### config.mk
export PLATFORM = sky130hd
export DESIGN_NAME = csse_sqrt
export DESIGN_NICKNAME = d
export VERILOG_FILES = /design/src/rtl/chord_step_size_estimator_unit_macros.svh /design/src/rtl/csse_pkg.sv /design/src/rtl/csse_sqrt.sv
export SDC_FILE = /design/constraint.sdc
export NUM_CORES = 2
export LEC_CHECK = 0
export BUFFER_PORTS_ARGS = -buffer_cell sky130_fd_sc_hd__buf_2
export CORE_MARGIN = 3
export CORE_UTILIZATION = 60
export DETAILED_ROUTE_END_ITERATION = 8
export PLACE_DENSITY = 0.76
export SYNTH_ARGS = -nofsm -noshare
export SYNTH_HDL_FRONTEND = slang
export SYNTH_SLANG_ARGS = --single-unit
### constraint.sdc
create_clock -name clk -period 5.05 [get_ports clk]
set_clock_uncertainty 0.2 [all_clocks]
set_input_delay 0 -clock clk [delete_from_list [all_inputs] [get_ports clk]]
set_output_delay 0 -clock clk [all_outputs]
set_load 0.02 [all_outputs]
### src/rtl/chord_step_size_estimator_unit_macros.svh
// assertion helpers shared by the rtl
`ifndef CHORD_STEP_SIZE_ESTIMATOR_UNIT_MACROS_SVH
`define CHORD_STEP_SIZE_ESTIMATOR_UNIT_MACROS_SVH

// same-cycle implication
`define CSSE_ASSERT_NOW(label, clk_i, rstn_i, ante, cons) \
	label: assert property (@(posedge clk_i) disable iff (!rstn_i) (ante) |-> (cons)) \
		else $error("csse assertion failed");

// plain invariant
`define CSSE_ASSERT_ALWAYS(label, clk_i, rstn_i, cond) \
	label: assert property (@(posedge clk_i) disable iff (!rstn_i) (cond)) \
		else $error("csse invariant failed");

`endif

### src/rtl/csse_pkg.sv
// ----------------------------------------------------------------------------
// csse_pkg
// shared types and constants of the chord step size estimator
// ----------------------------------------------------------------------------
package csse_pkg;

	localparam int LEN_W = 32;
	localparam int FRAC_W = 16;
	localparam int Q_W = 2 * LEN_W;
	localparam int DIV_STAGES = Q_W;
	localparam int SQRT_STAGES = LEN_W;
	localparam int POST_STAGES = 4;
	// entry register + divider + root + post stages
	localparam int PIPE_LAT = 1 + DIV_STAGES + SQRT_STAGES + POST_STAGES;

	localparam logic [LEN_W-1:0] TOL_RESET = LEN_W'(16384);
	localparam logic [FRAC_W-1:0] FRAC_RESET = FRAC_W'(64225);

	// floor(x/10) = (x * RECIP10) >> 35, floor(x/25) = (x * RECIP25) >> 35
	localparam logic [31:0] RECIP10 = 32'hCCCCCCCD;
	localparam logic [31:0] RECIP25 = 32'h51EB851F;
	localparam int RECIP_SH = 35;

	typedef enum logic [1:0] {
		CFG_TOL  = 2'd0,
		CFG_FRAC = 2'd1
	} cfg_idx_t;

	typedef struct packed {
		logic [LEN_W-1:0] old;
		logic             dev_zero;
		logic             gt1000;
		logic             gt100;
	} side_t;

endpackage

### src/rtl/csse_sqrt.sv
// ----------------------------------------------------------------------------
// csse_sqrt
// pipelined digit-by-digit integer square root, one root bit per stage
// ----------------------------------------------------------------------------
module csse_sqrt (
	input  logic                         clk,
	input  logic                         arst_n,
	input  logic                         in_vld,
	input  logic [csse_pkg::Q_W-1:0]     rad,
	input  csse_pkg::side_t              side_in,
	output logic                         out_vld,
	output logic [csse_pkg::LEN_W-1:0]   root,
	output csse_pkg::side_t              side_out
);

	localparam int N = csse_pkg::SQRT_STAGES;
	localparam int W = csse_pkg::LEN_W;
	localparam int QW = csse_pkg::Q_W;

	logic            vld_s  [0:N];
	logic [W:0]      rem_s  [0:N];
	logic [W-1:0]    root_s [0:N];
	logic [QW-1:0]   rad_s  [0:N];
	csse_pkg::side_t side_s [0:N];

	assign vld_s[0]  = in_vld;
	assign rem_s[0]  = '0;
	assign root_s[0] = '0;
	assign rad_s[0]  = rad;
	assign side_s[0] = side_in;

	for (genvar g = 0; g < N; g++) begin : g_stage
		logic [W+2:0] part;
		logic [W+2:0] trial;
		logic         ge;

		assign part  = {rem_s[g], rad_s[g][QW-1:QW-2]};
		assign trial = (W+3)'({root_s[g], 2'b01});
		assign ge    = part >= trial;

		always_ff @(posedge clk or negedge arst_n) begin
			if (!arst_n) begin
				vld_s[g+1] <= 1'b0;
			end else begin
				vld_s[g+1] <= vld_s[g];
			end
		end

		// remainder stays at most twice the root
		always_ff @(posedge clk) begin
			rem_s[g+1]  <= ge ? (W+1)'(part - trial) : part[W:0];
			root_s[g+1] <= {root_s[g][W-2:0], ge};
			rad_s[g+1]  <= {rad_s[g][QW-3:0], 2'b00};
			side_s[g+1] <= side_s[g];
		end
	end

	assign out_vld  = vld_s[N];
	assign root     = root_s[N];
	assign side_out = side_s[N];

endmodule

## Word level (Yosys, flattened, before mapping)

Index checks and enable logic that the tools add are counted.

- Add/subtract/negate cells: 31
- Multipliers: 0
- Divide/modulo/power cells: 0
- $lt $le $gt $ge: 32
- Equality and inequality tests: 0
- Shift operators: 0
- Mux-type cells: 31
- Bitwise gates (word level): 0
- Reduce and logical (&&, ||, !) cells: 0

Operator list:

| cell | count |
|---|---|
| 33-bit 2-to-1 mux | 30 |
| 35-bit by 10-bit greater-or-equal comparator with 1-bit output | 1 |
| 35-bit by 11-bit greater-or-equal comparator with 1-bit output | 1 |
| 35-bit by 12-bit greater-or-equal comparator with 1-bit output | 1 |
| 35-bit by 13-bit greater-or-equal comparator with 1-bit output | 1 |
| 35-bit by 14-bit greater-or-equal comparator with 1-bit output | 1 |
| 35-bit by 15-bit greater-or-equal comparator with 1-bit output | 1 |
| 35-bit by 16-bit greater-or-equal comparator with 1-bit output | 1 |
| 35-bit by 17-bit greater-or-equal comparator with 1-bit output | 1 |
| 35-bit by 18-bit greater-or-equal comparator with 1-bit output | 1 |
| 35-bit by 19-bit greater-or-equal comparator with 1-bit output | 1 |
| 35-bit by 20-bit greater-or-equal comparator with 1-bit output | 1 |
| 35-bit by 21-bit greater-or-equal comparator with 1-bit output | 1 |
| 35-bit by 22-bit greater-or-equal comparator with 1-bit output | 1 |
| 35-bit by 23-bit greater-or-equal comparator with 1-bit output | 1 |
| 35-bit by 24-bit greater-or-equal comparator with 1-bit output | 1 |
| 35-bit by 25-bit greater-or-equal comparator with 1-bit output | 1 |
| 35-bit by 26-bit greater-or-equal comparator with 1-bit output | 1 |
| 35-bit by 27-bit greater-or-equal comparator with 1-bit output | 1 |
| 35-bit by 28-bit greater-or-equal comparator with 1-bit output | 1 |
| 35-bit by 29-bit greater-or-equal comparator with 1-bit output | 1 |
| 35-bit by 3-bit greater-or-equal comparator with 1-bit output | 1 |
| 35-bit by 30-bit greater-or-equal comparator with 1-bit output | 1 |
| 35-bit by 31-bit greater-or-equal comparator with 1-bit output | 1 |
| other kinds (41) | 41 |

- Flip-flop bits (word level): 3665
- Latch bits: 0
- RAM bits: 0
- ROM bits: 0
- Bits of input ports: 102
- Output and inout port bits: 68
- Logic and storage cells: 349
- Memories kept: 0

## Logic depth before layout (Yosys ltp)

- Depth after elaboration: 2
- Mapped depth: 14
- Gate-level depth less buffers: 12

## Least setup slack after synthesis

OpenSTA, ideal clock, no wires.

- Path type: register -> register
- Start: register root_s (netlist bit g_stage[21].trial[2])
- End: register rem_s (netlist bit g_stage[22].part[24])
- Setup time: 121 ps
- Arrival: 3075 ps
- Data required time: 4729 ps
- Path slack: 1654 ps
- Cell stages (with the launch flop): 12
- Path buffers: 1
- Period minus slack after synthesis: 3396 ps
- Path through: dfxtp_1 -> inv_1 -> ha_1 -> o21a_1 -> o21ai_0 -> a2111oi_0 -> o31ai_1 -> a21oi_1 -> a31oi_1 -> o31ai_2 -> clkbuf_1 -> mux2_2

- Word-level cells in the longest chain between the ends: 2
- Elaborated cells between the ends (all ways): 3
- Those cells by class: add/sub: 1; order compare: 1; mux: 1

Ends and longest elaborated chain:

| item | RTL line | text |
|---|---|---|
| start, declared | csse_sqrt.sv:22 | `logic [W-1:0] root_s [0:N];` |
| start signal, assigned by index | csse_sqrt.sv:52 | `root_s[g+1] <= {root_s[g][W-2:0], ge};` |
| 33-bit by 23-bit subtractor with 33-bit output or 35-bit by 23-bit greater-or-equal comparator with 1-bit output (tied branches) | csse_sqrt.sv:51, csse_sqrt.sv:39 |  |
| 33-bit 2-to-1 mux * | csse_sqrt.sv:51 | `rem_s[g+1] <= ge ? (W+1)'(part - trial) : part[W:0];` |
| end signal, assigned by index | csse_sqrt.sv:51 |  |
| end, declared | csse_sqrt.sv:21 | `logic [W:0] rem_s [0:N];` |

Every way passes the cells marked *; elsewhere a longest branch is shown, timed or not.
A chain may end at the register's enable or synchronous reset.

## Final worst setup path

- Start: register root_s (netlist bit g_stage[11].trial[2])
- End: register rem_s (netlist bit g_stage[12].part[34])

- Word-level cells in the longest chain between the ends: 2
- Elaborated cells between the ends (all ways): 3
- Those cells by class: add/sub: 1; order compare: 1; mux: 1

Ends and longest elaborated chain:

| item | RTL line |
|---|---|
| 33-bit by 13-bit subtractor with 33-bit output or 35-bit by 13-bit greater-or-equal comparator with 1-bit output (tied branches) | csse_sqrt.sv:51, csse_sqrt.sv:39 |
| 33-bit 2-to-1 mux * | csse_sqrt.sv:51 |

Marked as above.

==> impl_results.md <==
* Avg WL per Cell at 18.35 um
* Kind of critical path: register to register
* CP max stage delay at 1.05 ns
* CTS Buffer Depth at 4
* Slew HR at 17.72%
* Most common cell in the netlist: dfxtp_1
* Post-synthesis compound-gate area fraction at 9.925%
* Fmax achieved at 0.2276 GHz
* Slowest CP cell: a2111oi_0
* Origin of the worst setup path: g_stage[11].trial[2]$_DFF_P_
* Crit path cell chain: inv_1, ha_1, o21a_1, o21a_1, o21ai_0, a21o_1, a2111oi_0, nor4_2, buf_4, nor4_2, nand3_1, xnor2_1
* Final HPWL DP at 163200 um
* Hold path startpoint: rad[22]
* Pint at 52080 uW
* Number of global-route vias before repair at 74921
* Power Total at 70690 uW
* Period minus WS final at 4.394 ns
* Data required, critical path at 5.61 ns
* ANT nets after route at 0
* Worst Path Buf+Inv at 2
* Slew Viols, Final at 0
* Adder-Cell Fraction of Synth Area at 6.100%
* Area grow syn2layout at 15.33%
* Clk_lat worst skew at 0.95 ns
* Synthesized instance count at 10212
* Nets@finish at 11472
* CP delay by family, top: compound AO/OA/AOI/OAI gates
* Synth Net Count at 10875
* CORE AREA at 190400 um^2
* Die X at 443.9 um
* Vias per inst at 5.376
* NetSw at 18600 uW
* CP arrival at 4.96 ns
* Slew at the pin closest to its max-slew limit at 1.203 ns
* Yosys cell types at 94
* Largest family of logic cells by synthesized area: simple AND/OR/NAND/NOR gates
* Post-synth top cells: 3615 x dfxtp_1, 712 x inv_1, 596 x nand2_1, 561 x ha_1, 531 x a21oi_1
* Fin Setup TNS at 0 ns
* Share of Yosys cell area claimed by the top area cell type at 62.89%
* RR Startpoint: g_stage[11].trial[2]$_DFF_P_
* Synthesized area per cell at 11.27 um^2
* I/O pin cnt at 170
* GPL Wtd Cong at 0.9471
* Total iterations of the first detailed-routing run at 7
* GR Overflow Total at 0
* Via count at 73029
* Largest net degree at the start of global routing at 63
* Routed WL at 249200 um
* Initial antenna violation count at 6
* Asr flop ratio synth at 0.8774%
* Dominant cell type by area after synthesis: dfxtp_1
* RSZ-0062 raised after global routing: false
* Post-synthesis mux area share at 0.9177%
* Placed cell count at 12697
* Clock sinks at 3647
* Final setup viols at 0
* Initial core utilization at 60.44%
* Die Y at 443.9 um
* Worst-path clk slew at 0.07 ns
* Reg2reg setup slack at 0.66 ns
* Drt drc at 0
* Leakage at 0.06092 uW
* Row count at 160
* IO buf count at 169
* CTS Buf Count at 348
* Max IR drop VDD at 0.4627 mV
* CTS tree: yes
* CTS Root Buffer Type: clkbuf_16
* Post-CTS Setup Bufs at 0
* Area of the die at 197100 um^2
* GRT Util Overall at 24.90%
* Hold EP: rad_s[2008]$_DFF_P_
* CP Capture Type: register
* Layout cells sized above 1 at 8.225%
* Worst r2r path cells at 12
* CTS HTree Levels at 5
* Synth Register Bits at 3647
* Ys Warns at 0
* Synth Cell Area at 115100 um^2
* Hold Path Depth at 3
* MaxCap Viol Count at 0
* Status: finished clean
* Worst setup SP type: register
* First-pass GRT wire length at 396400 um
* Final period utilization at 87.00%
* RR Endpoint: g_stage[12].part[34]$_DFF_P_
* Xor/xnor share of the synthesized area at 6.089%
* PwrDens at 532.6 nW/um^2
* Area contributors post-synth: dfxtp_1 63%, ha_1 6.1%, xor2_1 3.1%, xnor2_1 3.0%, inv_1 2.3%
* Crit-path max FO at 20
* Post-Synth Simple-Gate Area at 10.16%
* Hold Crit Class: input pin to register
* Final Non-Filler Cells at 13585
* Logic gate share of total power at 13.0%
* Hold Violations, Final at 0
* Post-synthesis sequential area ratio at 63.59%
* Synth Flop Type: dfxtp_1
* Pre-CTS worst setup slack at 0.9560 ns
* Clock network power share at 37.1%
* Iteration-0 DRC count of the detailed router at 4617
* Setup WS post-layout at 0.6563 ns
* Reg power frac at 50.0%
* Post-synth EDFFs at 0
* Sw Share at 26.32%
kinds of logic after synthesis:
family,Yosys count
flops,3647
buf+inv,942
xor+xnor,800
compound gates,1840
other cells,1
simple gates,2325
mux,96
fa+ha+maj,561
sequential cells by signal, summed over array words and instances, names as in the netlist:
name,count
side_s,1085
g_stage.part,1037
rad_s,930
g_stage.trial,496
side_out,35
root,32
vld_s,31
out_vld,1
cell usage in the layout, fill, tap and decap left out, types with 25 or more instances in the layout:
cell type,instances
and2_1,34
nand2b_1,113
a31oi_1,51
nor2_1,511
clkinv_2,48
nand3_1,156
xor2_1,409
or3_1,103
o21a_1,95
nand4_1,111
buf_2,169
clkbuf_1,75
clkbuf_16,353
and3_1,48
ha_1,561
o211ai_1,45
nor4_1,122
a21oi_1,530
or4_1,66
a211oi_1,38
nand3b_1,27
dfxtp_1,3615
dfrtp_1,32
o21bai_1,51
nor3_1,224
o31ai_1,61
a21boi_0,25
clkbuf_8,68
bufinv_16,32
a21o_1,223
nand2_1,596
buf_4,28
dlygate4sd3_1,272
o21ai_0,516
nor2b_1,70
mux2_2,76
or2_2,47
inv_1,712
xnor2_1,391
what timing repair did:
item,in CTS,in global routing
hold buffers,273,0
gates resized for setup,0,0
hold endpoints to repair,133,0
routing by layer:
metal  wire (um)  GRT usage [%]
met2      126100          45.07
met5          12              0
met4       10180          10.01
met3       10650          3.677
met1      102300          29.59
how the worst max path moves through the flow:
stage	endpoint	slack, ns	depth (start not counted)
2_1_floorplan	g_stage[22].part[24]$_DFF_P_	1.65	11
3_3_place_gp	g_stage[12].part[30]$_DFF_P_	1.03	12
3_5_place_dp	g_stage[12].part[34]$_DFF_P_	0.96	12
4_1_cts	g_stage[12].part[34]$_DFF_P_	0.78	11
5_1_grt	g_stage[12].part[34]$_DFF_P_	0.40	12
6_report	g_stage[12].part[34]$_DFF_P_	0.66	12
metrics by stage:
| stage | area (um^2) | hold slack [ns] | util [%] |
|---|---|---|---|
| floorplan | 115100 | -0.4956 | - |
| global placement | 118400 | -0.1409 | 62.18 |
| detailed placement | 118400 | -0.1143 | 62.18 |
| CTS | 132700 | 0.0004949 | 69.69 |
| global route | 132700 | 0.02342 | 69.71 |
| finish | 132700 | 0.06213 | 69.71 |
worst reg2reg max path, cell delays in order, from the launching register on:
cell and delay, ns:
dfxtp_1 0.34, inv_1 0.06, ha_1 0.39, o21a_1 0.19, o21a_1 0.15, o21ai_0 0.15
a21o_1 0.23, a2111oi_0 1.05, nor4_2 0.05, buf_4 0.25, nor4_2 0.81, nand3_1 0.20
xnor2_1 0.17
layout make-up:
class	instances	area (um^2)
tap	2511	3142
clock inverter	109	1509
sequential	3647	73170
inverter	717	2691
antenna	10	25.02
timing repair buffer	472	3839
multi-input combinational	5623	38280
fill	13115	57670
clock buffer	496	10050
power groups by stage:
stage | logic [uW] | registers, uW | clock network [uW]
floorplan | 6960 | 34800 | 0
global placement | 8630 | 35800 | 0
detailed placement | 8830 | 35900 | 0
CTS | 9100 | 35300 | 26600
global route | 10200 | 35700 | 27800
finish | 9160 | 35300 | 26200
(Power assumes the default switching activity.)
